$ cat src/hw/rtl/fur_pkg.sv
package fur_pkg;

    // Input item: one link event.
    typedef struct packed {
        logic       action;
        logic [7:0] byte_value;
    } t_in;

    // Result item: one host byte, erase, program or restart request.
    typedef struct packed {
        logic [1:0]  kind;
        logic [7:0]  host_byte;
        logic [2:0]  sector_index;
        logic        bank_select;
        logic [31:0] flash_address;
        logic [7:0]  flash_data;
        logic        last;
    } t_out;

    // Result kinds.
    localparam logic [1:0] KIND_HOST    = 2'd0;
    localparam logic [1:0] KIND_ERASE   = 2'd1;
    localparam logic [1:0] KIND_PROG    = 2'd2;
    localparam logic [1:0] KIND_RESTART = 2'd3;

    // Input actions.
    localparam logic ACT_BYTE    = 1'b0;
    localparam logic ACT_TIMEOUT = 1'b1;

    // Bytes sent to the host.
    localparam logic [7:0] HOST_ACK          = 8'h55;
    localparam logic [7:0] HOST_SUCCESS      = 8'hAA;
    localparam logic [7:0] HOST_BAD_CMD      = 8'hFF;
    localparam logic [7:0] HOST_SIZE_TIMEOUT = 8'h01;
    localparam logic [7:0] HOST_SIZE_ERROR   = 8'h02;
    localparam logic [7:0] HOST_DATA_TIMEOUT = 8'h03;
    localparam logic [7:0] HOST_CRC_TIMEOUT  = 8'h05;
    localparam logic [7:0] HOST_CRC_ERROR    = 8'h06;

    // Configuration register indexes.
    localparam logic [1:0] CFG_MAX_IMAGE  = 2'd0;
    localparam logic [1:0] CFG_IMAGE_BASE = 2'd1;
    localparam logic [1:0] CFG_BANK_SPLIT = 2'd2;

    // Configuration reset values.
    localparam logic [20:0] RST_MAX_IMAGE  = 21'd1835008;
    localparam logic [31:0] RST_IMAGE_BASE = 32'h0802_0400;
    localparam logic [31:0] RST_BANK_SPLIT = 32'h0810_0000;

    // CRC-32, reflected form.
    localparam logic [31:0] CRC_POLY = 32'hEDB8_8320;
    localparam logic [31:0] CRC_INIT = 32'hFFFF_FFFF;

    // Hardest erase count the sequence ever issues.
    localparam int ERASE_LIMIT = 14;

    // Command word "UPDT", one byte per position.
    function automatic logic [7:0] cmd_byte(input logic [1:0] pos);
        logic [7:0] b;
        unique case (pos)
            2'd0:    b = 8'h55;
            2'd1:    b = 8'h50;
            2'd2:    b = 8'h44;
            default: b = 8'h54;
        endcase
        return b;
    endfunction

    // One byte step of the reflected CRC-32.
    function automatic logic [31:0] crc_byte(input logic [31:0] crc, input logic [7:0] b);
        logic [31:0] c;
        c = crc ^ {24'd0, b};
        for (int k = 0; k < 8; k++) begin
            c = c[0] ? ((c >> 1) ^ CRC_POLY) : (c >> 1);
        end
        return c;
    endfunction

    // Commands from the controller to the datapath.
    typedef struct packed {
        logic       out_load;
        logic [1:0] out_kind;
        logic [7:0] host_code;
        logic       out_last;
        logic [1:0] byte_pos;
        logic       size_clear;
        logic       size_take;
        logic       data_start;
        logic       data_take;
        logic       crc_clear;
        logic       crc_take;
        logic       erase_step;
    } t_cmd;

    // Status from the datapath to the controller.
    typedef struct packed {
        logic slot_free;
        logic cmd_hit;
        logic size_bad;
        logic last_data;
        logic crc_ok;
        logic erase_more;
    } t_stat;

endpackage

$ cat src/hw/rtl/fur_dp.sv
module fur_dp #(
    parameter int SECTOR_BYTES     = 131072,
    parameter int SECTORS_PER_BANK = 8,
    parameter int MAX_SECTORS      = 14
) (
    input  logic                i_clk,
    input  logic                i_rst_n,
    input  fur_pkg::t_cmd       i_cmd,
    input  logic [7:0]          i_byte,
    input  logic                i_cfg_we,
    input  logic [1:0]          i_cfg_index,
    input  logic [31:0]         i_cfg_wdata,
    input  logic                i_out_ready,
    output fur_pkg::t_stat      o_stat,
    output logic                o_out_valid,
    output fur_pkg::t_out       o_out
);

    localparam logic [31:0] SIZE_LIMIT = 32'(MAX_SECTORS * SECTOR_BYTES);
    localparam logic [31:0] SECT_STEP  = 32'(SECTOR_BYTES);
    localparam logic [4:0]  ERASE_CAP  =
        5'((MAX_SECTORS < fur_pkg::ERASE_LIMIT) ? MAX_SECTORS : fur_pkg::ERASE_LIMIT);
    localparam logic [4:0]  BANK_SECTS = 5'(SECTORS_PER_BANK);

    logic [20:0]   r_max_image;
    logic [31:0]   r_image_base;
    logic [31:0]   r_bank_split;
    logic [31:0]   r_size;
    logic [20:0]   r_count;
    logic [31:0]   r_addr;
    logic [31:0]   r_crc;
    logic [31:0]   r_exp;
    logic [3:0]    r_sec;
    logic [31:0]   r_off;
    logic          r_out_valid;
    fur_pkg::t_out r_out;

    logic [31:0]   size_next;
    logic [31:0]   exp_next;
    logic [20:0]   count_next;
    logic [4:0]    sec_ext;
    logic [4:0]    sec_in_bank;
    logic          slot_free;
    fur_pkg::t_out n_out;

    // Field assembly, little-endian, one byte per position.
    assign size_next  = r_size | ({24'd0, i_byte} << {i_cmd.byte_pos, 3'd0});
    assign exp_next   = r_exp  | ({24'd0, i_byte} << {i_cmd.byte_pos, 3'd0});
    assign count_next = r_count + 21'd1;
    assign sec_ext    = {1'b0, r_sec};
    assign sec_in_bank = (sec_ext < BANK_SECTS) ? sec_ext : (sec_ext - BANK_SECTS);
    assign slot_free  = !r_out_valid || i_out_ready;

    // Status toward the controller. A size is rejected when it is zero or
    // exceeds either the configured maximum or the sector capacity.
    always_comb begin
        o_stat.slot_free  = slot_free;
        o_stat.cmd_hit    = (i_byte == fur_pkg::cmd_byte(i_cmd.byte_pos));
        o_stat.size_bad   = (size_next == 32'd0) ||
                            (size_next > {11'd0, r_max_image}) || (size_next > SIZE_LIMIT);
        o_stat.last_data  = ({11'd0, count_next} >= r_size);
        o_stat.crc_ok     = ((r_crc ^ fur_pkg::CRC_INIT) == exp_next);
        o_stat.erase_more = ((sec_ext + 5'd1) <= ERASE_CAP) && ((r_off + SECT_STEP) < r_size);
    end

    // Result formatting for the output register.
    always_comb begin
        n_out = '0;
        n_out.kind = i_cmd.out_kind;
        n_out.last = i_cmd.out_last;
        case (i_cmd.out_kind)
            fur_pkg::KIND_HOST: begin
                n_out.host_byte = i_cmd.host_code;
            end
            fur_pkg::KIND_ERASE: begin
                n_out.sector_index = sec_in_bank[2:0];
                n_out.bank_select  = (sec_ext >= BANK_SECTS);
            end
            fur_pkg::KIND_PROG: begin
                n_out.bank_select   = (r_addr >= r_bank_split);
                n_out.flash_address = r_addr;
                n_out.flash_data    = i_byte;
            end
            default: begin
                n_out.kind = fur_pkg::KIND_RESTART;
            end
        endcase
    end

    // Configuration registers.
    always_ff @(posedge i_clk) begin
        if (!i_rst_n) begin
            r_max_image  <= fur_pkg::RST_MAX_IMAGE;
            r_image_base <= fur_pkg::RST_IMAGE_BASE;
            r_bank_split <= fur_pkg::RST_BANK_SPLIT;
        end else if (i_cfg_we) begin
            unique case (i_cfg_index)
                fur_pkg::CFG_MAX_IMAGE:  r_max_image  <= i_cfg_wdata[20:0];
                fur_pkg::CFG_IMAGE_BASE: r_image_base <= i_cfg_wdata;
                fur_pkg::CFG_BANK_SPLIT: r_bank_split <= i_cfg_wdata;
                default: ;
            endcase
        end
    end

    // Image size, data counters, CRC and erase walk.
    always_ff @(posedge i_clk) begin
        if (!i_rst_n) begin
            r_size  <= '0;
            r_count <= '0;
            r_addr  <= '0;
            r_crc   <= fur_pkg::CRC_INIT;
            r_exp   <= '0;
            r_sec   <= 4'd1;
            r_off   <= '0;
        end else begin
            if (i_cmd.size_clear) begin
                r_size <= '0;
            end else if (i_cmd.size_take) begin
                r_size <= size_next;
            end
            if (i_cmd.data_start) begin
                r_count <= '0;
                r_addr  <= r_image_base;
                r_crc   <= fur_pkg::CRC_INIT;
                r_sec   <= 4'd1;
                r_off   <= '0;
            end else if (i_cmd.data_take) begin
                r_count <= count_next;
                r_addr  <= r_addr + 32'd1;
                r_crc   <= fur_pkg::crc_byte(r_crc, i_byte);
            end else if (i_cmd.erase_step) begin
                r_sec <= r_sec + 4'd1;
                r_off <= r_off + SECT_STEP;
            end
            if (i_cmd.crc_clear) begin
                r_exp <= '0;
            end else if (i_cmd.crc_take) begin
                r_exp <= exp_next;
            end
        end
    end

    // Output register: holds one result until the receiver takes it.
    always_ff @(posedge i_clk) begin
        if (!i_rst_n) begin
            r_out_valid <= 1'b0;
        end else if (i_cmd.out_load) begin
            r_out_valid <= 1'b1;
        end else if (i_out_ready) begin
            r_out_valid <= 1'b0;
        end
    end

    always_ff @(posedge i_clk) begin
        if (i_cmd.out_load) begin
            r_out <= n_out;
        end
    end

    assign o_out_valid = r_out_valid;
    assign o_out       = r_out;

endmodule

$ cat src/hw/rtl/fur_ctrl.sv
module fur_ctrl (
    input  logic            i_clk,
    input  logic            i_rst_n,
    input  logic            i_in_valid,
    input  logic            i_action,
    input  fur_pkg::t_stat  i_stat,
    output logic            o_in_ready,
    output fur_pkg::t_cmd   o_cmd
);

    typedef enum logic [2:0] {
        ST_CMD,
        ST_SIZE,
        ST_DATA,
        ST_CRC,
        ST_ERASE,
        ST_SECOND
    } t_state;

    t_state     r_state, n_state;
    logic [1:0] r_fcount, n_fcount;
    logic       r_match, n_match;
    logic       r_restart, n_restart;
    logic       accept;
    logic       timeout;
    logic       match_next;

    // Inputs are taken only in the four phase states, with room for a result.
    always_comb begin
        case (r_state)
            ST_CMD, ST_SIZE, ST_DATA, ST_CRC: o_in_ready = i_stat.slot_free;
            default:                          o_in_ready = 1'b0;
        endcase
    end

    assign accept     = i_in_valid && o_in_ready;
    assign timeout    = (i_action == fur_pkg::ACT_TIMEOUT);
    assign match_next = r_match && i_stat.cmd_hit;

    // Next state and commands.
    always_comb begin
        n_state   = r_state;
        n_fcount  = r_fcount;
        n_match   = r_match;
        n_restart = r_restart;
        o_cmd     = '0;
        o_cmd.byte_pos = r_fcount;

        unique case (r_state)
            ST_CMD: begin
                if (accept) begin
                    if (timeout) begin
                        n_fcount = 2'd0;
                        n_match  = 1'b1;
                    end else if (r_fcount == 2'd3) begin
                        n_fcount = 2'd0;
                        n_match  = 1'b1;
                        if (match_next) begin
                            n_state          = ST_SIZE;
                            o_cmd.size_clear = 1'b1;
                        end else begin
                            o_cmd.out_load  = 1'b1;
                            o_cmd.out_kind  = fur_pkg::KIND_HOST;
                            o_cmd.host_code = fur_pkg::HOST_BAD_CMD;
                            o_cmd.out_last  = 1'b1;
                        end
                    end else begin
                        n_fcount = r_fcount + 2'd1;
                        n_match  = match_next;
                    end
                end
            end

            ST_SIZE: begin
                if (accept) begin
                    if (timeout) begin
                        o_cmd.out_load  = 1'b1;
                        o_cmd.out_kind  = fur_pkg::KIND_HOST;
                        o_cmd.host_code = fur_pkg::HOST_SIZE_TIMEOUT;
                        o_cmd.out_last  = 1'b1;
                        n_state  = ST_CMD;
                        n_fcount = 2'd0;
                        n_match  = 1'b1;
                    end else begin
                        o_cmd.size_take = 1'b1;
                        if (r_fcount == 2'd3) begin
                            // The acknowledge is always followed by more results.
                            o_cmd.out_load  = 1'b1;
                            o_cmd.out_kind  = fur_pkg::KIND_HOST;
                            o_cmd.host_code = fur_pkg::HOST_ACK;
                            n_fcount = 2'd0;
                            if (i_stat.size_bad) begin
                                n_state   = ST_SECOND;
                                n_restart = 1'b0;
                                n_match   = 1'b1;
                            end else begin
                                n_state          = ST_ERASE;
                                o_cmd.data_start = 1'b1;
                            end
                        end else begin
                            n_fcount = r_fcount + 2'd1;
                        end
                    end
                end
            end

            ST_ERASE: begin
                if (i_stat.slot_free) begin
                    o_cmd.out_load   = 1'b1;
                    o_cmd.out_kind   = fur_pkg::KIND_ERASE;
                    o_cmd.out_last   = !i_stat.erase_more;
                    o_cmd.erase_step = 1'b1;
                    if (!i_stat.erase_more) begin
                        n_state = ST_DATA;
                    end
                end
            end

            ST_DATA: begin
                if (accept) begin
                    o_cmd.out_load = 1'b1;
                    o_cmd.out_last = 1'b1;
                    if (timeout) begin
                        o_cmd.out_kind  = fur_pkg::KIND_HOST;
                        o_cmd.host_code = fur_pkg::HOST_DATA_TIMEOUT;
                        n_state  = ST_CMD;
                        n_fcount = 2'd0;
                        n_match  = 1'b1;
                    end else begin
                        o_cmd.out_kind  = fur_pkg::KIND_PROG;
                        o_cmd.data_take = 1'b1;
                        if (i_stat.last_data) begin
                            n_state         = ST_CRC;
                            n_fcount        = 2'd0;
                            o_cmd.crc_clear = 1'b1;
                        end
                    end
                end
            end

            ST_CRC: begin
                if (accept) begin
                    if (timeout) begin
                        o_cmd.out_load  = 1'b1;
                        o_cmd.out_kind  = fur_pkg::KIND_HOST;
                        o_cmd.host_code = fur_pkg::HOST_CRC_TIMEOUT;
                        o_cmd.out_last  = 1'b1;
                        n_state  = ST_CMD;
                        n_fcount = 2'd0;
                        n_match  = 1'b1;
                    end else begin
                        o_cmd.crc_take = 1'b1;
                        if (r_fcount == 2'd3) begin
                            o_cmd.out_load = 1'b1;
                            o_cmd.out_kind = fur_pkg::KIND_HOST;
                            n_fcount = 2'd0;
                            n_match  = 1'b1;
                            if (i_stat.crc_ok) begin
                                o_cmd.host_code = fur_pkg::HOST_SUCCESS;
                                n_state   = ST_SECOND;
                                n_restart = 1'b1;
                            end else begin
                                o_cmd.host_code = fur_pkg::HOST_CRC_ERROR;
                                o_cmd.out_last  = 1'b1;
                                n_state = ST_CMD;
                            end
                        end else begin
                            n_fcount = r_fcount + 2'd1;
                        end
                    end
                end
            end

            ST_SECOND: begin
                // Closing result: restart request or the size error code.
                if (i_stat.slot_free) begin
                    o_cmd.out_load = 1'b1;
                    o_cmd.out_last = 1'b1;
                    if (r_restart) begin
                        o_cmd.out_kind = fur_pkg::KIND_RESTART;
                    end else begin
                        o_cmd.out_kind  = fur_pkg::KIND_HOST;
                        o_cmd.host_code = fur_pkg::HOST_SIZE_ERROR;
                    end
                    n_state = ST_CMD;
                end
            end

            default: begin
                n_state  = ST_CMD;
                n_fcount = 2'd0;
                n_match  = 1'b1;
            end
        endcase
    end

    // State registers.
    always_ff @(posedge i_clk) begin
        if (!i_rst_n) begin
            r_state   <= ST_CMD;
            r_fcount  <= 2'd0;
            r_match   <= 1'b1;
            r_restart <= 1'b0;
        end else begin
            r_state   <= n_state;
            r_fcount  <= n_fcount;
            r_match   <= n_match;
            r_restart <= n_restart;
        end
    end

endmodule

$ cat src/hw/rtl/firmware_update_receiver.sv
// Firmware update receiver.
// The input channel (i_in_valid, o_in_ready, i_in) carries one link event per
// item: a host byte or a read timeout. The output channel (o_out_valid,
// i_out_ready, o_out) carries host replies, sector erase requests, flash
// program requests and a restart request; the last result of an item has
// its last flag set. Configuration is written through i_cfg_we, i_cfg_index
// and i_cfg_wdata; the user must write it only while the block is idle, which
// the block does not enforce. A result caused by an item appears in the cycle
// after the item is taken. An item that causes at most one result leaves the
// block ready for the next, so a new item can be taken every cycle while the
// receiver keeps up. A valid image size causes the acknowledge and then one
// erase per cycle while the receiver keeps up, up to 14, during which no item
// is taken; the datapath's erase walk sets this figure. A successful CRC check
// or a rejected size gives two results, one after the other. Reset returns the
// block to waiting for a command and restores the configuration registers to
// their defaults. When the receiver stalls, the pending result holds in the
// output register and no item is taken until there is room for the next one.
module firmware_update_receiver #(
    parameter int SECTOR_BYTES     = 131072,
    parameter int SECTORS_PER_BANK = 8,
    parameter int MAX_SECTORS      = 14
) (
    input  logic           i_clk,
    input  logic           i_rst_n,
    input  logic           i_in_valid,
    output logic           o_in_ready,
    input  fur_pkg::t_in   i_in,
    output logic           o_out_valid,
    input  logic           i_out_ready,
    output fur_pkg::t_out  o_out,
    input  logic           i_cfg_we,
    input  logic [1:0]     i_cfg_index,
    input  logic [31:0]    i_cfg_wdata
);

    fur_pkg::t_cmd  cmd;
    fur_pkg::t_stat stat;

    // Sequencer for the command, size, erase, data and CRC phases.
    fur_ctrl u_ctrl (
        .i_clk      (i_clk),
        .i_rst_n    (i_rst_n),
        .i_in_valid (i_in_valid),
        .i_action   (i_in.action),
        .i_stat     (stat),
        .o_in_ready (o_in_ready),
        .o_cmd      (cmd)
    );

    // Counters, CRC, configuration and the output register.
    fur_dp #(
        .SECTOR_BYTES     (SECTOR_BYTES),
        .SECTORS_PER_BANK (SECTORS_PER_BANK),
        .MAX_SECTORS      (MAX_SECTORS)
    ) u_dp (
        .i_clk       (i_clk),
        .i_rst_n     (i_rst_n),
        .i_cmd       (cmd),
        .i_byte      (i_in.byte_value),
        .i_cfg_we    (i_cfg_we),
        .i_cfg_index (i_cfg_index),
        .i_cfg_wdata (i_cfg_wdata),
        .i_out_ready (i_out_ready),
        .o_stat      (stat),
        .o_out_valid (o_out_valid),
        .o_out       (o_out)
    );

endmodule
$ cat config.mk
export PLATFORM = sky130hd
export DESIGN_NAME = firmware_update_receiver
export DESIGN_NICKNAME = d
export VERILOG_FILES = /design/src/hw/rtl/fur_pkg.sv /design/src/hw/rtl/fur_dp.sv /design/src/hw/rtl/fur_ctrl.sv /design/src/hw/rtl/firmware_update_receiver.sv
export SDC_FILE = /design/constraint.sdc
export NUM_CORES = 1
export LEC_CHECK = 0
export ABC_CLOCK_PERIOD_IN_PS = 7300
export BUFFER_PORTS_ARGS = -buffer_cell sky130_fd_sc_hd__buf_2
export CORE_MARGIN = 2
export CORE_UTILIZATION = 66
export DETAILED_ROUTE_END_ITERATION = 16
export HOLD_SLACK_MARGIN = 0.03
export MAX_ROUTING_LAYER = met4
export PLACE_DENSITY = 0.86
export SLEW_MARGIN = 5
export SYNTH_ARGS = -nofsm -noshare
export SYNTH_HDL_FRONTEND = slang
export SYNTH_SLANG_ARGS = --single-unit
export TNS_END_PERCENT = 30
$ cat constraint.sdc
create_clock -name i_clk -period 7.3 [get_ports i_clk]
set_clock_uncertainty 0.2 [all_clocks]
set_input_delay 0 -clock i_clk [delete_from_list [all_inputs] [get_ports i_clk]]
set_output_delay 0 -clock i_clk [all_outputs]
set_load 0.01 [all_outputs]
**Word level (Yosys, flattened, before mapping)**

Cells that the tools add are included.

- Flip-flop bits (word level): 333
- Latch bits: 0
- Bits in writable memories: 0
- ROM bits: 0
- Bits of input ports: 48
- Output and inout port bits: 57
- Memories kept: 0

- $add $sub $neg: 7
- Multiply operators: 0
- Divide/modulo/power cells: 0
- Order comparisons: 8
- Equality and inequality tests: 36
- Shift operators: 1
- Mux-type cells: 107
- Bitwise logic cells: 15
- Reduce and logical (&&, ||, !) cells: 31

Operators by type and width:

| kind | number |
|---|---|
| $mux 32 | 10 |
| $mux 12 | 10 |
| $not 13->14 | 8 |
| $or 32x32->32 | 2 |
| $mux 3 | 19 |
| $mux 1 | 40 |
| $pmux 8 s5 | 1 |
| $pmux 3 s6 | 2 |
| $add 32x1->32 const B | 1 |
| $add 32x18->32 const B | 1 |
| $eq 32x32->1 | 1 |
| $ge 21x32->1 | 1 |
| $ge 32x32->1 | 1 |
| $gt 32x21->1 | 1 |
| $gt 32x21->1 const B | 1 |
| $logic_not 32->1 | 1 |
| $lt 32x32->1 | 1 |
| $mux 2 | 16 |
| $not 32->32 | 1 |
| $shl 8x5->32 | 1 |
| $xor 32x8->32 | 1 |
| $mux 11 | 2 |
| $ne 2x1->1 const B | 11 |
| $add 21x1->21 const B | 1 |
| 36 further kinds | 71 |

**Longest topological paths before layout**

- Word-level depth: 17
- Mapped depth: 16

**Hierarchy**

Synthesis repeated with hierarchy kept, for this count alone.

- Cells, all modules: 1,987
- Area total of the unflattened synthesis: 16,874.9 sq um

Modules (own cells, without submodules):

| module | times used | cells each | area an instance (sq um) | sequential area each (sq um) |
|---|---|---|---|---|
| fur_dp | 1 | 1,868 | 16,056.6 | 6,736.5 |
| fur_ctrl | 1 | 119 | 818.3 | 140.1 |

**Worst setup path after synthesis**

No wires, ideal clock.

- Path type: register to register
- From: register u_dp.r_count[0]
- To: register u_ctrl.r_state[0]
- Arrival time: 3,534 ps
- Slack: 3,448 ps
- Cell stages (with the launch flop): 16
- Path buffers: 1
- Clock period less this slack: 3,852 ps
- Cell sequence: dfxtp_1 > ha_1 > nand3_1 > or2_2 > clkbuf_1 > nor4_1 > nand3_1 > nor2_1 > xor2_1 > ha_1 > and2_0 > a221o_1 > a41o_1 > nor2_1 > nor3_1 > o221a_2

- Cells in the longest elaborated chain, start to end: 4

Ends and longest elaborated chain:

| what | RTL line | text |
|---|---|---|
| start, declared | fur_dp.sv:29 | `logic [20:0] r_count;` |
| start signal, assigned | fur_dp.sv:129 | `r_count <= count_next;` |
| $add 21x1->21 | fur_dp.sv:49 | `assign count_next = r_count + 21'd1;` |
| via u_dp.count_next[20] | fur_dp.sv:40 | `logic [20:0] count_next;` |
| $ge 21x32->1 | fur_dp.sv:61 | `o_stat.last_data = ({11'd0, count_next} >= r_size);` |
| $ne 3x3->1 (no source line) | n/a |  |
| $reduce_and 13->1 (no source line) | n/a |  |
| end signal, assigned | fur_ctrl.sv:205 | `r_state <= n_state;` |
| end, declared | fur_ctrl.sv:20 | `t_state r_state, n_state;` |

The timed path passes the listed nets, and every way through them passes these cells.
A chain may end at the register's enable or synchronous reset.

==> key figures <==
Clock network
  – Clock Latency Late Sink: 530 ps
  – CTS max path bufs: 3
  – Root Driver: clkbuf_16
  – Setup Fix Bufs, Post-CTS: 0
  – CTS tree: yes
  – H-tree lvl count: 2
  – Total CTS buffers: 35
  – Post_cts resized: 0
  – Hold-fix buffers at CTS: 55
  – Clk pin slew, worst setup/hold paths: 60 ps
  – Num Clock Sinks: 313

Power
  – Power Density: just under 200 mW/mm2
  – Tot Pwr: roughly 3.8 mW
  – Peak supply drop: 267 uV
  – Leakage: 7.71 nW

Cells and area
  – Fraction of layout cells with a size suffix above 1: 9.99%
  – Commonest non-fill, non-tap cell in the layout: nand2_1
  – Final nets: between 2000 and 2500
  – Util after Layout: 75.5%
  – Synth-to-layout area growth: 13.2%
  – Most frequent cells in the layout: nand2_1, dfxtp_1, a21oi_1
  – Fillers: approximately 1900

Global route
  – First-pass GRT wire length: 81200 um
  – Initial antenna violation count: 1
  – Vias in the first global route: ~15000
  – Pin count of the biggest net entering global routing: 106
  – Met1 Use GR: about half
  – Grt ovf: 0
  – GRT Resource Usage Total: 37.1%
  – Global Route met2 Usage: 56.8%
  – Met3 Track Usage GR: 7.01%
  – Busiest grt layer: met2

Critical path
  – Worst r2r path cells: 10
  – Reg-to-Reg End: u_dp.o_out[41]$_DFFE_PP_
  – CP Capture Type: flop
  – Nature of the critical path startpoint: flop
  – Critical Path AT: 4410 ps
  – CP Class: reg -> reg
  – Crit-path max FO: 20
  – Setup slack, reg-to-reg: 2900 ps
  – CP required: 7310 ps
  – Critical R2R Launch: u_ctrl.r_state[2]$_SDFFE_PN0P_
  – Critical Path Start: u_ctrl.r_state[2]$_SDFFE_PN0P_

Route
  – Vias: between 15000 and 20000
  – Initial DRT Pass Iterations: 10
  – Via/cell ratio: between 6 and 7
  – Total wire length: a little over 50000 um
  – Routed Antenna Nets: 0
  – Wire per inst: a little over 20 um
  – Iter 0 DRT Violations: 2337
  – # DRC: 0

Placed design
  – Post-DP HPWL: 34200 um
  – I/O Buffers: ~100
  – Final GP Congestion: 0.956

Timing
  – Min cycle time layout: 4400 ps
  – Slew @ Worst Pin: 1330 ps
  – RSZ-0062 raised after global routing: no
  – Hold Vio Cnt, Final: 0
  – Relative slew slack: 9.01%
  – Final setup vio count: 0
  – Period utilization: between 60 and 70%
  – Post-Route Setup TNS: 0 ps
  – Max-slew violations: 0
  – FMAX: 227 MHz

Floorplan
  – Die area: 0.0275 mm2
  – Die H: 166 um
  – Die X: around 170 um
  – Core region area: around 0.026 mm2
  – # rows: 59
  – I/O pin total: 105
  – Initial Util: 66.7%

Min path
  – Worst Hold Depth: 4
  – Critical hold path startpoint: i_cfg_wdata[27]
  – HP Class: in -> reg
  – Hold EP: u_dp.r_bank_split[27]$_SDFFE_PN1P_

Logic synthesis
  – Top FF cell, synth: dfxtp_1
  – Synth Register Bits: between 300 and 400
  – Ys Warns: 0
  – Post-synthesis sequential area ratio: between 30% and 40%
  – Synthesized instance count: 2093
  – Synthesized cell area: 0.0173 mm2
  – Ys async rst share: 0%
  – Synth Area per Inst: just over 8 um2
  – Synth cell types: slightly above 70
  – Synthesized Nets: between 2000 and 2500
  – Post-synth EDFFs: 52

Job
  – Maximum capacitance violations: 0

Outcome
  – Status: finished clean
-- state kept, by name, summed over array words and instances (netlist names), 2 cells and up --
register           flops
u_dp.o_out            52
u_dp.r_count          21
u_ctrl.r_state         3
u_dp.r_size           32
u_dp.r_off            15
u_dp.r_crc            32
u_dp.r_sec             4
u_dp.r_bank_split     32
u_ctrl.r_fcount        2
u_dp.r_addr           32
u_dp.r_max_image      21
u_dp.r_exp            32
u_dp.r_image_base     32
-- logic make-up (layout without fill, tap and decap cells) --
group | Yosys count | in the layout | synth area share [%]
compound gates | 466 | 466 | 17.7
xor+xnor | 147 | 147 | 7.45
fa+ha+maj | 103 | 103 | 7.46
buf+inv | 238 | 347 | 5.42
flops | 313 | 313 | 39.3
mux | 9 | 9 | 0.543
other cells | 0 | 1 | 0
simple gates | 817 | 817 | 22.2
-- critical path, cell delays in order, from the launching register on --
cell and delay (ps):
dfxtp_1 520, nor2_1 380, nand3_1 330, or2_4 330, o21ai_0 190, inv_1 130, ha_1 270, a21oi_1 190
o211ai_1 260, a2111oi_0 1100, nor4b_1 160
-- per-stage QoR --
step / cell area (um2) / cells / hold WS (ps) / setup slack [ps]
global placement: 17900 / 2419 / 40.1 / 3140
global route: 19600 / 2538 / 103 / 2640
detailed placement: 17900 / 2419 / 55.8 / 3060
finish: 19600 / 2538 / 85.8 / 2900
floorplan: 17300 / 2093 / -76.0 / 3450
CTS: 19600 / 2537 / 73.1 / 3030
-- per-layer routing --
layer  up-vias  share of wire, %
li1       7518                 -
met1      7654                41
met2      1039                45
met3       160                11
met4         0               3.0
met5         -                 0
-- worst max path at each step --
stage | endpoint | depth (start not counted) | slack (ps)
finish | u_dp.o_out[41]$_DFFE_PP_ | 10 | 2900
detailed placement | u_dp.r_addr[24]$_SDFFE_PN0P_ | 12 | 3060
CTS | u_dp.r_addr[23]$_SDFFE_PN0P_ | 12 | 3030
global placement | u_dp.r_addr[23]$_SDFFE_PN0P_ | 12 | 3140
global route | u_ctrl.r_state[0]$_SDFFE_PN0P_ | 13 | 2640
floorplan | u_ctrl.r_state[0]$_SDFFE_PN0P_ | 15 | 3450
-- area by class of cell --
cell class | count | area, um2 | share of cell area [%]
Clock inverter | 6 | 45.0 | 0.230
Inverter | 103 | 388 | 1.98
Tap cell | 335 | 419 | 2.14
Multi-Input combinational cell | 1542 | 9610 | 49.1
Sequential cell | 313 | 6790 | 34.7
Clock buffer | 57 | 1080 | 5.52
Timing Repair Buffer | 181 | 1240 | 6.32
Antenna cell | 1 | 2.50 | 0.0128
-- cell usage after synthesis, drive strengths merged, types with 6 or more instances --
master / instances / area [um2]
inv: 103 / 387
nand3: 65 / 325
and3: 24 / 155
a211oi: 29 / 218
ha: 103 / 1290
a311oi: 10 / 87.6
o311ai: 6 / 82.6
a41oi: 9 / 78.8
o211ai: 43 / 323
nor2: 168 / 631
or3: 10 / 62.6
nor3: 28 / 140
edfxtp: 52 / 1560
a21o: 18 / 135
nor4: 13 / 81.3
and4: 8 / 70.1
nand2: 335 / 1260
nand2b: 10 / 62.6
or4: 12 / 90.1
mux2i: 6 / 60.1
a21oi: 177 / 890
and2: 49 / 312
buf: 20 / 118
nor2b: 15 / 93.8
a221oi: 12 / 105
xor2: 49 / 429
dfxtp: 261 / 5230
or2: 14 / 87.6
a22o: 9 / 78.8
xnor2: 98 / 858
nand3b: 10 / 75.1
nand4: 40 / 250
a31oi: 61 / 382
o21ai: 33 / 165
a22oi: 11 / 82.6
clkbuf: 115 / 432
-- power breakdown --
group	switching (mW)	leakage (nW)	internal [mW]	total, mW
combinational	0.194	4.56	0.112	0.306
sequential	0.00995	2.59	1.77	1.78
clock	0.720	0.556	1.01	1.73
total	0.924	7.71	2.89	3.82
No activity file was read; power rests on OpenSTA's default activity.
